<file path="src/design/pbnc_pkg.sv">
// Package for the palette blend / nearest-color core.
// Holds sizes, opcodes, shared structs and the divide-by-255 helper; no dependencies.
package pbnc_pkg;

    localparam int unsigned PALETTE_ENTRIES = 256;
    localparam int unsigned IDX_W  = $clog2(PALETTE_ENTRIES);
    localparam int unsigned ENTRY_W = 8;
    localparam int unsigned CH_W   = 8;
    localparam int unsigned MIX_W  = 2 * CH_W;
    localparam int unsigned DIST_W = 2 * CH_W + 2;

    localparam logic OP_WRITE = 1'b0;
    localparam logic OP_QUERY = 1'b1;

    typedef struct packed {
        logic [CH_W-1:0] red;
        logic [CH_W-1:0] green;
        logic [CH_W-1:0] blue;
    } t_rgb;

    typedef struct packed {
        logic             first;
        logic             last;
        logic [IDX_W-1:0] idx;
    } t_scan_tag;

    // exact x/255 for x below 65280
    function automatic logic [CH_W-1:0] div255(input logic [MIX_W-1:0] x);
        logic [MIX_W:0] t;
        t = (MIX_W+1)'(x) + (MIX_W+1)'(x >> CH_W) + (MIX_W+1)'(1);
        return t[MIX_W-1:CH_W];
    endfunction

endpackage

</file>
<file path="src/design/pbnc_search.sv">
// Distance pipeline (absolute difference, square, sum) and running minimum over the palette scan.
// Depends on pbnc_pkg.
module pbnc_search (
    input  logic                       i_clk,
    input  logic                       i_rst_n,
    input  logic                       i_valid,
    input  pbnc_pkg::t_scan_tag        i_tag,
    input  pbnc_pkg::t_rgb             i_pix,
    input  pbnc_pkg::t_rgb             i_ref,
    output logic                       o_done,
    output logic [pbnc_pkg::IDX_W-1:0] o_best
);

    logic                         r_v1;
    logic                         r_v2;
    pbnc_pkg::t_scan_tag          r_tag1;
    pbnc_pkg::t_scan_tag          r_tag2;
    logic [pbnc_pkg::CH_W-1:0]    r_dr;
    logic [pbnc_pkg::CH_W-1:0]    r_dg;
    logic [pbnc_pkg::CH_W-1:0]    r_db;
    logic [pbnc_pkg::MIX_W-1:0]   r_sr;
    logic [pbnc_pkg::MIX_W-1:0]   r_sg;
    logic [pbnc_pkg::MIX_W-1:0]   r_sb;
    logic [pbnc_pkg::DIST_W-1:0]  r_best_dist;
    logic [pbnc_pkg::IDX_W-1:0]   r_best_idx;
    logic                         r_done;

    logic [pbnc_pkg::DIST_W-1:0]  w_dist;
    logic                         w_take;

    function automatic logic [pbnc_pkg::CH_W-1:0] absdiff(input logic [pbnc_pkg::CH_W-1:0] a,
                                                        input logic [pbnc_pkg::CH_W-1:0] b);
        return (a > b) ? (a - b) : (b - a);
    endfunction

    assign w_dist = pbnc_pkg::DIST_W'(r_sr) + pbnc_pkg::DIST_W'(r_sg)
                  + pbnc_pkg::DIST_W'(r_sb);
    assign w_take = r_v2 && (r_tag2.first || (w_dist < r_best_dist));

    always_ff @(posedge i_clk) begin
        if (!i_rst_n) begin
            r_v1   <= 1'b0;
            r_v2   <= 1'b0;
            r_done <= 1'b0;
        end else begin
            r_v1   <= i_valid;
            r_v2   <= r_v1;
            r_done <= r_v2 && r_tag2.last;
        end
    end

    always_ff @(posedge i_clk) begin
        r_tag1 <= i_tag;
        r_dr   <= absdiff(i_pix.red,   i_ref.red);
        r_dg   <= absdiff(i_pix.green, i_ref.green);
        r_db   <= absdiff(i_pix.blue,  i_ref.blue);
        r_tag2 <= r_tag1;
        r_sr   <= pbnc_pkg::MIX_W'(r_dr) * pbnc_pkg::MIX_W'(r_dr);
        r_sg   <= pbnc_pkg::MIX_W'(r_dg) * pbnc_pkg::MIX_W'(r_dg);
        r_sb   <= pbnc_pkg::MIX_W'(r_db) * pbnc_pkg::MIX_W'(r_db);
        if (w_take) begin
            r_best_dist <= w_dist;
            r_best_idx  <= r_tag2.idx;
        end
    end

    assign o_done = r_done;
    assign o_best = r_best_idx;

endmodule

</file>
<file path="config.mk">
export PLATFORM = sky130hd
export DESIGN_NAME = pbnc_search
export DESIGN_NICKNAME = d
export VERILOG_FILES = /design/src/design/pbnc_pkg.sv /design/src/design/pbnc_search.sv
export SDC_FILE = /design/constraint.sdc
export NUM_CORES = 1
export LEC_CHECK = 0
export ABC_AREA = 1
export BUFFER_PORTS_ARGS = -buffer_cell sky130_fd_sc_hd__buf_2
export CAP_MARGIN = 20
export CORE_MARGIN = 2
export CORE_UTILIZATION = 63
export CTS_CLUSTER_SIZE = 16
export DETAILED_ROUTE_END_ITERATION = 16
export GPL_TIMING_DRIVEN = 0
export PLACE_DENSITY = 0.86
export REMOVE_ABC_BUFFERS = 1
export SYNTH_ARGS = -nofsm -noshare
export SYNTH_HDL_FRONTEND = slang
export SYNTH_SLANG_ARGS = --single-unit
</file>
<file path="constraint.sdc">
create_clock -name i_clk -period 11.2 [get_ports i_clk]
set_input_delay 1.12 -clock i_clk [delete_from_list [all_inputs] [get_ports i_clk]]
set_output_delay 1.12 -clock i_clk [all_outputs]
set_load 0.05 [all_outputs]
</file>
==> flow_summary.toml <==
[min_path]
whs_path_depth = 0
hold_class = "reg -> reg"

[worst_setup_path]
required_ns = 11.50
cpPeakStageDelay_ns = 0.57
worst_path_most_repeated_cell = "nand2_1"
critPathLaunchType = "register"
reg2regPathDepth = 17
crit_fanout = 10
worstPathCellList = "nand2_1 > inv_1 > fa_1 > inv_1 > fa_1 > fa_1 > fa_1 > inv_1 > ha_1 > a21oi_1 > nor2_1 > nor2_1 > nand2_1 > nand2_1 > nand2_1 > nand2_1 > nand2_1"
cp_data_arrival_time_ns = 4.37
path_class = "reg -> reg"
slowest_stage = "dfxtp_1"
cp-end-kind = "register"

[global_routing]
grt.total_usage = 0.234
grt_max_degree = 17
globalRoute.totalOverflow = 0
grt_pass1_vias = 9094
grt_pass1_wl_um = 37800
antenna_found_initial = 0

[place]
port_buffers = 69
dp_hpwl_um = 17200
gp_congestion = 0.888

[cts]
cts_setup_buffers = 0
ctsResizeCount = 0
cts.clk_slew.worst_paths_ns = 0.06
cts_buffers = 17
root_buffer = "clkbuf_16"
hold_buffers = 0
clock_path_buffers = 2
cts_tree = "yes"
insertion_delay_ns = 0.42
h-tree-depth = 4
clkSinkCount = 118

[sta]
fin_crit_ns = 4.07
fin_setup_tns_ns = 0
fin_crit_sh = 0.364
finalHoldViolCount = 0
worst_slew_pin_slew_ns = 0.745
final_max_slew_viol_count = 0
rsz0062_at_grt = "no"
max-slew-margin-rel = 0.503
setup_violations = 0
fin_skew_ns = 0.00829
fmax_mhz = 245

[finish]
final_util = 0.698
final_cell_mix = "nand2_1, inv_1, ha_1"
drive_above_1_share = 0.0871
fin_nets = 1830
synthToLayoutAreaGrowth_pct = 9.21
antenna_cells = 0
final_common_cell = "nand2_1"
fillers = 1353

[routing]
drc_errors = 0
vias_per_cell = 5.14
drt-total-wl_um = 21300
post_drt_wl_per_cell_um = 12.1
dr_total_vias = 9034
drt_iter0_drc = 434
firstDrtPassIters = 5
ant_nets = 0

[yosys]
ys_seq_elements = 118
ys_warn_count = 0
syn_avg_cell_area_um2 = 7.84
syn_area_um2 = 11400
synthCells = 1456
synth.distinct_cells = 35
synth-seq-area-share = 0.230

[floorplan]
die_x_um = 139
ioPinCount = 70
rows = 49
initial_core_util = 0.639
die_y_um = 139
core_area_um2 = 17800
die_area_um2 = 19200

[flow_run]
cap_violations = 0

[status]
status = "finished, final reports clean"
## critical path, delay by kind of cell, from the launching register on
kind | cells | cell delay (ns)
AOI/OAI and AO/OA | 1 | 0.20
buffers and inverters | 3 | 0.23
adders and majority gates | 5 | 2.25
DFF | 1 | 0.57
and+or+nand+nor | 8 | 0.72
## final cells by class
| cell class | instances | area (um2) | share of cell area |
|---|---|---|---|
| Clock buffer | 17 | 425 | 0.0341 |
| Clock inverter | 15 | 118 | 0.00944 |
| Inverter | 311 | 1170 | 0.0943 |
| Multi-Input combinational cell | 996 | 7470 | 0.600 |
| Sequential cell | 118 | 2620 | 0.210 |
| Tap cell | 229 | 287 | 0.0230 |
| Timing Repair Buffer | 70 | 360 | 0.0289 |
## registers in the layout, summed over array words and instances, names as in the netlist
register / cells
o_best: 8
o_done: 1
r_best_dist: 18
r_db: 8
r_dg: 8
r_dr: 8
r_sb: 15
r_sg: 15
r_sr: 15
r_tag1: 10
r_tag2: 10
r_v1: 1
r_v2: 1
## cells in the mapped netlist (all sizes together)
cell type  count  area share
conb           1     0.00033
o21bai         4      0.0026
o21a           9      0.0059
or2            1     0.00055
mux2           2      0.0020
clkbuf        24      0.0079
nand4         11      0.0071
xnor2         16       0.012
a21oi         76       0.033
inv          311        0.10
a31oi          5      0.0027
nor3           8      0.0035
and2           1     0.00055
xor2          48       0.037
and3           1     0.00055
edfxtp        26       0.068
nand3         57       0.025
nand3b         2      0.0013
fa            96        0.17
nor2          54       0.018
a21o           6      0.0039
buf            9      0.0053
a21boi         2      0.0013
ha           159        0.17
nand2        408        0.14
o21ai         27       0.015
dfxtp         92        0.16
## cell families after synthesis
kind of cell,synth area share
and+or+nand+nor,0.195
buffers and inverters,0.116
adders and majority gates,0.343
AOI/OAI and AO/OA,0.0647
DFF,0.230
xor gates and xnor gates,0.0491
muxes,0.00197
other,0.000329
## stage by stage
step / instances / area [um2] / setup WS, ns / hold slack [ns]
floorplan: 1425 / 11300 / 7.11 / 0.310
global placement: 1723 / 11900 / 6.33 / 0.311
detailed placement: 1724 / 11900 / 7.16 / 0.312
CTS: 1756 / 12500 / 7.16 / 0.326
global route: 1756 / 12500 / 6.87 / 0.329
finish: 1756 / 12500 / 7.13 / 0.325
## path summary, 6_finish.rpt
kind	startpoint	to	slack [ns]
setup / recovery	r_dr[5]	r_sr[15]	7.13
hold / removal	r_tag1[1]	r_tag2[1]	0.32
setup reg to reg	r_dr[5]	r_sr[15]	7.13
hold reg to reg	r_tag1[1]	r_tag2[1]	0.32
## metal layers
metal  GRT usage  wire (um)  part of all wire
met3      0.0439        829             0.039
met5           0          0                 0
met1       0.275       9000              0.42
met4      0.0924        717             0.034
met2       0.423      10800              0.50
Power is not shown: default switching activity piles up to over one toggle a cycle in this logic, so the estimate is an artifact.
