===== src/design/pbnc_pkg.sv =====
// Package for the palette blend / nearest-color core.
// Holds sizes, opcodes, shared structs and the divide-by-255 helper; no dependencies.
package pbnc_pkg;

    localparam int unsigned PALETTE_ENTRIES = 256;
    localparam int unsigned IDX_W  = $clog2(PALETTE_ENTRIES);
    localparam int unsigned ENTRY_W = 8;
    localparam int unsigned CH_W   = 8;
    localparam int unsigned MIX_W  = 2 * CH_W;
    localparam int unsigned DIST_W = 2 * CH_W + 2;

    localparam logic OP_WRITE = 1'b0;
    localparam logic OP_QUERY = 1'b1;

    typedef struct packed {
        logic [CH_W-1:0] red;
        logic [CH_W-1:0] green;
        logic [CH_W-1:0] blue;
    } t_rgb;

    typedef struct packed {
        logic             first;
        logic             last;
        logic [IDX_W-1:0] idx;
    } t_scan_tag;

    // exact x/255 for x below 65280
    function automatic logic [CH_W-1:0] div255(input logic [MIX_W-1:0] x);
        logic [MIX_W:0] t;
        t = (MIX_W+1)'(x) + (MIX_W+1)'(x >> CH_W) + (MIX_W+1)'(1);
        return t[MIX_W-1:CH_W];
    endfunction

endpackage


===== src/design/pbnc_blend.sv =====
// Channel-serial alpha blend: one channel multiply per cycle, then divide by 255.
// Depends on pbnc_pkg.
module pbnc_blend (
    input  logic                          i_clk,
    input  logic                          i_rst_n,
    input  logic                          i_start,
    input  pbnc_pkg::t_rgb                i_src,
    input  pbnc_pkg::t_rgb                i_tgt,
    input  logic [pbnc_pkg::CH_W-1:0]     i_alpha,
    output logic                          o_done,
    output pbnc_pkg::t_rgb                o_rgb
);

    localparam logic [1:0] CH_RED   = 2'd0;
    localparam logic [1:0] CH_GREEN = 2'd1;
    localparam logic [1:0] CH_BLUE  = 2'd2;

    pbnc_pkg::t_rgb                r_src;
    pbnc_pkg::t_rgb                r_tgt;
    logic [pbnc_pkg::CH_W-1:0]     r_alpha;
    logic                          r_busy;
    logic [1:0]                    r_ch;
    logic [pbnc_pkg::MIX_W-1:0]    r_mix;
    logic [1:0]                    r_mix_ch;
    logic                          r_mix_vld;
    logic                          r_done;
    logic [pbnc_pkg::CH_W-1:0]     r_red;
    logic [pbnc_pkg::CH_W-1:0]     r_green;
    logic [pbnc_pkg::CH_W-1:0]     r_blue;

    logic [pbnc_pkg::CH_W-1:0]     w_s;
    logic [pbnc_pkg::CH_W-1:0]     w_t;
    logic [pbnc_pkg::CH_W-1:0]     w_inv;
    logic [pbnc_pkg::MIX_W-1:0]    n_mix;
    logic [pbnc_pkg::CH_W-1:0]     w_q;

    always_comb begin
        case (r_ch)
            CH_RED: begin
                w_s = r_src.red;
                w_t = r_tgt.red;
            end
            CH_GREEN: begin
                w_s = r_src.green;
                w_t = r_tgt.green;
            end
            default: begin
                w_s = r_src.blue;
                w_t = r_tgt.blue;
            end
        endcase
        w_inv = 8'd255 - r_alpha;
        n_mix = pbnc_pkg::MIX_W'(w_s) * pbnc_pkg::MIX_W'(w_inv)
              + pbnc_pkg::MIX_W'(w_t) * pbnc_pkg::MIX_W'(r_alpha)
              + pbnc_pkg::MIX_W'(127);
        w_q = pbnc_pkg::div255(r_mix);
    end

    always_ff @(posedge i_clk) begin
        if (!i_rst_n) begin
            r_busy    <= 1'b0;
            r_ch      <= CH_RED;
            r_mix_vld <= 1'b0;
            r_done    <= 1'b0;
        end else begin
            r_mix_vld <= r_busy;
            r_done    <= r_mix_vld && (r_mix_ch == CH_BLUE);
            if (i_start) begin
                r_busy <= 1'b1;
                r_ch   <= CH_RED;
            end else if (r_busy) begin
                r_ch <= r_ch + 2'd1;
                if (r_ch == CH_BLUE) begin
                    r_busy <= 1'b0;
                end
            end
        end
    end

    always_ff @(posedge i_clk) begin
        if (i_start) begin
            r_src   <= i_src;
            r_tgt   <= i_tgt;
            r_alpha <= i_alpha;
        end
        if (r_busy) begin
            r_mix    <= n_mix;
            r_mix_ch <= r_ch;
        end
        if (r_mix_vld) begin
            case (r_mix_ch)
                CH_RED:   r_red   <= w_q;
                CH_GREEN: r_green <= w_q;
                default:  r_blue  <= w_q;
            endcase
        end
    end

    assign o_done = r_done;
    assign o_rgb  = '{red: r_red, green: r_green, blue: r_blue};

endmodule


===== config.mk =====
export PLATFORM = sky130hd
export DESIGN_NAME = pbnc_blend
export DESIGN_NICKNAME = d
export VERILOG_FILES = /design/src/design/pbnc_pkg.sv /design/src/design/pbnc_blend.sv
export SDC_FILE = /design/constraint.sdc
export NUM_CORES = 1
export LEC_CHECK = 0
export ABC_AREA = 1
export BUFFER_PORTS_ARGS = -buffer_cell sky130_fd_sc_hd__buf_2
export CAP_MARGIN = 20
export CORE_ASPECT_RATIO = 0.7
export CORE_MARGIN = 2
export CORE_UTILIZATION = 25
export CTS_CLUSTER_DIAMETER = 80
export DETAILED_ROUTE_END_ITERATION = 12
export GPL_TIMING_DRIVEN = 1
export PLACE_DENSITY = 0.45
export SYNTH_ARGS = -nofsm -noshare
export SYNTH_HDL_FRONTEND = slang
export SYNTH_SLANG_ARGS = --single-unit

===== constraint.sdc =====
create_clock -name i_clk -period 6.1 [get_ports i_clk]
set_input_delay 1.22 -clock i_clk [delete_from_list [all_inputs] [get_ports i_clk]]
set_output_delay 1.22 -clock i_clk [all_outputs]
set_load 0.005 [all_outputs]

==> run_results.csv, run 1 <==
group,metric,value,unit
outcome,status,"finished clean",
timing,relSlewSlack,0.360,
timing,fin_worst_skew,0.00651,ns
critical_path,crit_fanout,17,
clock_tree,cts_tree,"yes",
critical_path,end_kind,"flop",
yosys,netlist_instances,890,
final_layout,finalNonFillerCells,1474,
detailed_routing,ant_nets,0,
final_layout,areaGrowthSynthToFinish,17.8,%
critical_path,critPathRequiredTime,6.23,ns
job,drv_cap,0,
timing,post-route-period-util,0.943,
clock_tree,cts_made_buffers,9,
clock_tree,clkSinkCount,103,
clock_tree,cts_hold_buffers,0,
yosys,yosys.area.top_type,"edfxtp_1",
critical_path,ff2ff_path_depth,25,
grt,grt_pass1_wl,34.3,mm
grt,antenna_found_initial,0,
yosys,synth_top_area_frac,0.338,
floorplanning,core_area,0.0345,mm2
floorplanning,die_area,0.0364,mm2
detailed_routing,drt_iter0_drc,319,
yosys,synth_ff_type,"edfxtp_1",
floorplanning,fp.dieW,227,um
floorplanning,die-height,160,um
yosys,syn-num-nets,1118,
critical_path,critPathKind,"flop to flop",
yosys,async_flop_share,0,
floorplanning,start_util,0.252,
placed_design,dpl.hpwl,17.0,mm
critical_path,cp_slowest_cell,"fa_1",
critical_path,cpLargestDelayFamily,"adder cells",
worst_hold_path,hold_end,"r_mix_ch[1]",
placed_design,numPortBuffers,83,
yosys,synthMostInstantiatedCell,"inv_1",
yosys,yosysSeqAreaShare,0.349,
yosys,synth-edff-count,98,
grt,overflow,0,
clock_tree,cts_max_path_buffers,2,
timing,hold-worst-slack,0.461,ns
yosys,synth_area_leaders,"edfxtp_1 (34%), fa_1 (24%), ha_1 (9.5%)",
clock_tree,clockRootBuffer,"clkbuf_16",
yosys,yosys_register_bits,103,
critical_path,worstReg2RegEnd,"r_mix[11]",
yosys,syn_area_per_cell,9.79,um2
final_layout,final_core_util,0.297,
detailed_routing,wl_per_cell,14.1,um
critical_path,r2r-start,"r_ch[1]",
final_layout,drive_gt1_frac,0.167,
timing,drv_slew,0,
worst_hold_path,hold-path-cell-count,0,
worst_hold_path,min_path_type,"flop to flop",
grt,grt_max_degree,58,
detailed_routing,vias,6000,
timing,final.min_clock_period,5.75,ns
critical_path,crit_buf_inv,8,
critical_path,r2r_setup_slack,0.35,ns
final_layout,nNetsFinal,1225,
final_layout,fillers,3677,
yosys,netlist_top_cells_count,"inv_1 (208), nand2_1 (189), fa_1 (103)",
critical_path,start_kind,"flop",
detailed_routing,routed_wl,20.7,mm
timing,setup_viol,0,
yosys,synth-warning-count,0,
clock_tree,worstSkewPairLatency,0.37,ns
timing,tightest_slew,0.959,ns
yosys,yosysUniqueCellTypes,30,
grt,grt_usage,0.126,
floorplanning,rows,57,
worst_hold_path,hold_path.startpoint,"r_ch[1]",
timing,setup_tns,0,ns
placed_design,place.gp.congestion,0.871,
yosys,synth_area,0.00871,mm2
timing,fmax,174,MHz
detailed_routing,drcViolationCount,0,
critical_path,cp_data_arrival_time,5.88,ns
grt,grt_pass1_vias,6215,
clock_tree,clkSlewWorstSetupHoldPaths,0.07,ns
detailed_routing,vias_per_cell,4.07,
clock_tree,h-tree-depth,3,
floorplanning,ioPinCount,84,
detailed_routing,dr.pass1.iters,5,
critical_path,path_common_cell,"fa_1",
critical_path,slowest_delay,0.52,ns
timing,finalHoldViolations,0,
placed_design,place_inst,1453,
final_layout,n_antenna_cell,0,
-- worst max-delay path by stage --
stage | start | endpoint | cells past startpoint
after floorplan | r_ch[0] | r_mix[14] | 24
final | r_ch[1] | r_mix[11] | 25
after detailed placement | r_ch[0] | r_mix[14] | 24
after global placement | r_ch[0] | r_mix[8] | 22
after global routing | r_ch[1] | r_mix[15] | 25
after CTS | r_ch[0] | r_mix[14] | 24
-- sequential cells by signal, summed over array words and instances (netlist names), 8 cells and up --
register  cells
r_alpha       8
r_blue        8
r_src        24
r_mix        16
r_tgt        24
r_red         8
r_green       8
-- repair_timing --
action,4_1_cts,5_1_grt
setup buffers,0,4
resized for setup,0,12
endpoints found under the setup margin,0,9
-- area by class of cell --
type                            instances  area [um2]  share of cell area
Clock buffer                            9         225              0.0219
Clock inverter                          7         115              0.0112
Sequential cell                       103        3040               0.297
Multi-Input combinational cell        552        4800               0.467
Timing Repair Buffer                  107         651              0.0634
Inverter                              224         841              0.0819
Tap cell                              472         591              0.0575
-- routing by layer --
layer	wire length [um]	vias to the layer above	global-route usage
li1	-	2941	-
met1	10500	2884	0.183
met2	8660	161	0.185
met3	1330	14	0.0324
met4	227	0	0.0312
met5	0	-	0
-- stage by stage --
stage                     setup WS, ns  cell area (um2)
after CTS                        0.131            10200
after global routing          -0.00144            10300
after detailed placement         0.138             9810
after global placement           0.208             9810
final                            0.350            10300
after floorplan                  0.518             8710
-- layout by cell type, fill, tap and decap left out, types with 3 or more instances in the layout --
cell / instances
a21oi_1: 10
a21oi_2: 6
a21oi_4: 14
a22o_1: 16
buf_12: 3
buf_2: 83
buf_4: 20
clkbuf_16: 10
dfxtp_1: 4
edfxtp_1: 98
fa_1: 103
ha_1: 62
inv_1: 208
inv_2: 14
nand2_1: 187
nand3_1: 20
nand4_1: 6
nor2_1: 96
nor3_1: 5
o21bai_1: 3
xnor2_1: 3
xor2_1: 5
-- logic make-up (layout without fill, tap and decap cells) --
| kind of cell | count (synthesis) | count (layout) | share of synthesized area |
|---|---|---|---|
| AO/OA/AOI/OAI | 53 | 53 | 0.0576 |
| XOR/XNOR | 8 | 8 | 0.00804 |
| adder cells (fa/ha/maj) | 169 | 169 | 0.331 |
| buffers and inverters | 235 | 347 | 0.107 |
| flip-flops | 103 | 103 | 0.349 |
| AND/OR/NAND/NOR | 322 | 322 | 0.147 |
Power of run 1 is not shown: default switching activity piles up to over one toggle a cycle in this logic, so the estimate is an artifact.
==> inputs of run 2 (changes only) <==
--- a/config.mk
+++ b/config.mk
@@ -7,14 +7,12 @@
 export LEC_CHECK = 0
 export ABC_AREA = 1
 export BUFFER_PORTS_ARGS = -buffer_cell sky130_fd_sc_hd__buf_2
-export CAP_MARGIN = 20
 export CORE_ASPECT_RATIO = 0.7
-export CORE_MARGIN = 2
-export CORE_UTILIZATION = 25
+export CORE_UTILIZATION = 30
 export CTS_CLUSTER_DIAMETER = 80
 export DETAILED_ROUTE_END_ITERATION = 12
 export GPL_TIMING_DRIVEN = 1
-export PLACE_DENSITY = 0.45
+export PLACE_DENSITY = 0.51
 export SYNTH_ARGS = -nofsm -noshare
 export SYNTH_HDL_FRONTEND = slang
 export SYNTH_SLANG_ARGS = --single-unit
==> run 2 against run 1 <==
Net effect:
- clock-buffer cell count stayed put
- die area is 18% lower
- via count is 2.1% lower
- register-to-register slack worse by 0.02 ns
- maximum frequency is 0.30% lower
- critical path type unchanged
- sequential share of layout area is 0.66 points higher
- wire length is 5.9% lower
==> run_results.csv, run 2 (synthesized netlist as in run 1, its figures left out) <==
group,metric,value,unit
critical_path,crit_buf_inv,7,
clock_tree,h-tree-depth,3,
critical_path,slowest_delay,0.54,ns
detailed_routing,vias,5874,
final_layout,final_common_cell,"inv_1",
floorplanning,die_area,0.0297,mm2
grt,overflow,0,
grt,antenna_found_initial,0,
clock_tree,cts_made_buffers,9,
floorplanning,core_area,0.0282,mm2
critical_path,cp_slowest_cell,"fa_1",
detailed_routing,drt_iter0_drc,350,
placed_design,place.gp.congestion,0.885,
final_layout,final_cell_mix,"inv_1 (208), nand2_1 (188), fa_1 (103)",
floorplanning,rows,51,
outcome,status,"finished clean",
grt,grt_max_degree,58,
timing,relSlewSlack,0.350,
final_layout,fillers,2931,
critical_path,crit_fanout,16,
critical_path,start_kind,"flop",
clock_tree,cts_hold_buffers,0,
floorplanning,die-height,145,um
detailed_routing,vias_per_cell,4.29,
timing,tightest_slew,0.973,ns
detailed_routing,drcViolationCount,0,
clock_tree,clkSlewWorstSetupHoldPaths,0.07,ns
clock_tree,cts_max_path_buffers,2,
grt,grt_pass1_vias,6004,
critical_path,end_kind,"flop",
timing,fmax,173,MHz
worst_hold_path,hold-path-cell-count,0,
final_layout,drive_gt1_frac,0.164,
final_layout,reg.largest.list,"r_src x24, r_tgt x24, r_mix x16",
worst_hold_path,min_path_type,"flop to flop",
clock_tree,worstSkewPairLatency,0.36,ns
timing,final.min_clock_period,5.77,ns
job,drv_cap,0,
detailed_routing,routed_wl,19.5,mm
grt,grt_pass1_wl,32.0,mm
detailed_routing,dr.pass1.iters,5,
final_layout,nNetsFinal,1222,
detailed_routing,wl_per_cell,14.2,um
floorplanning,start_util,0.309,
timing,fin_worst_skew,0.00911,ns
floorplanning,ioPinCount,84,
final_layout,n_antenna_cell,0,
timing,finalHoldViolations,0,
grt,grt_usage,0.143,
timing,post-route-period-util,0.945,
critical_path,worstPathCellList,"inv_1 -> ha_2 -> buf_12 -> a22o_1 -> a21oi_4 -> inv_2 -> nand2_1 -> fa_1 -> fa_1 -> inv_1 -> fa_1 -> fa_1 -> fa_1 -> inv_1 -> fa_1 -> inv_1 -> ha_4 -> nand2_1 -> inv_1 -> nand2_1 -> nor3_1 -> nand2_1 -> nand3_1 -> nand2_1",
final_layout,areaGrowthSynthToFinish,15.2,%
critical_path,path_common_cell,"fa_1",
critical_path,critPathKind,"flop to flop",
timing,rsz0062_at_grt,"false",
critical_path,crit_cells,24,
floorplanning,fp.dieW,206,um
critical_path,ff2ff_path_depth,24,
placed_design,numPortBuffers,83,
clock_tree,cts_tree,"yes",
timing,setup_viol,0,
critical_path,cpLargestDelayFamily,"adder cells",
timing,setup_tns,0,ns
critical_path,cp_data_arrival_time,5.89,ns
timing,drv_slew,0,
detailed_routing,ant_nets,0,
clock_tree,clockRootBuffer,"clkbuf_16",
placed_design,dpl.hpwl,16.4,mm
critical_path,critPathRequiredTime,6.22,ns
clock_tree,clkSinkCount,103,
run 2: layer usage:
metal	track usage	part of all wire	vias to the layer above	wire (um)
met1	0.215	0.54	2794	10500
met2	0.210	0.41	127	7920
li1	-	-	2941	-
met3	0.0309	0.049	12	961
met5	0	0	-	0
met4	0.0285	0.0083	0	161
run 2: stage by stage:
step	hold slack [ns]	utilization	setup slack, ns	cells	area (um2)
floorplan	0.434	-	0.518	890	8710
global placement	0.451	0.343	0.174	1352	9670
detailed placement	0.468	0.343	0.147	1352	9670
CTS	0.483	0.354	0.130	1368	9970
global route	0.479	0.356	0.0297	1370	10000
finish	0.472	0.356	0.333	1370	10000
run 2: repair_timing:
action	in CTS	in global routing
setup buffers	0	2
resized for setup	0	13
endpoints found under the setup margin	0	9
run 2: area by class of cell:
type                            instances  area (um2)  share of cell area
Clock inverter                          7        72.6             0.00723
Tap cell                              371         464              0.0462
Inverter                              224         841              0.0837
Sequential cell                       103        3040               0.303
Clock buffer                            9         225              0.0224
Timing Repair Buffer                  104         602              0.0599
Multi-Input combinational cell        552        4790               0.477
run 2: final timing paths:
check,startpoint,to,slack (ns)
worst max-delay path,r_ch[0],r_mix[15],0.33
worst min-delay path,r_ch[0],r_mix_ch[0],0.47
worst max register to register,r_ch[0],r_mix[15],0.33
worst min register to register,r_ch[0],r_mix_ch[0],0.47
Power of run 2 is left out for the same reason.
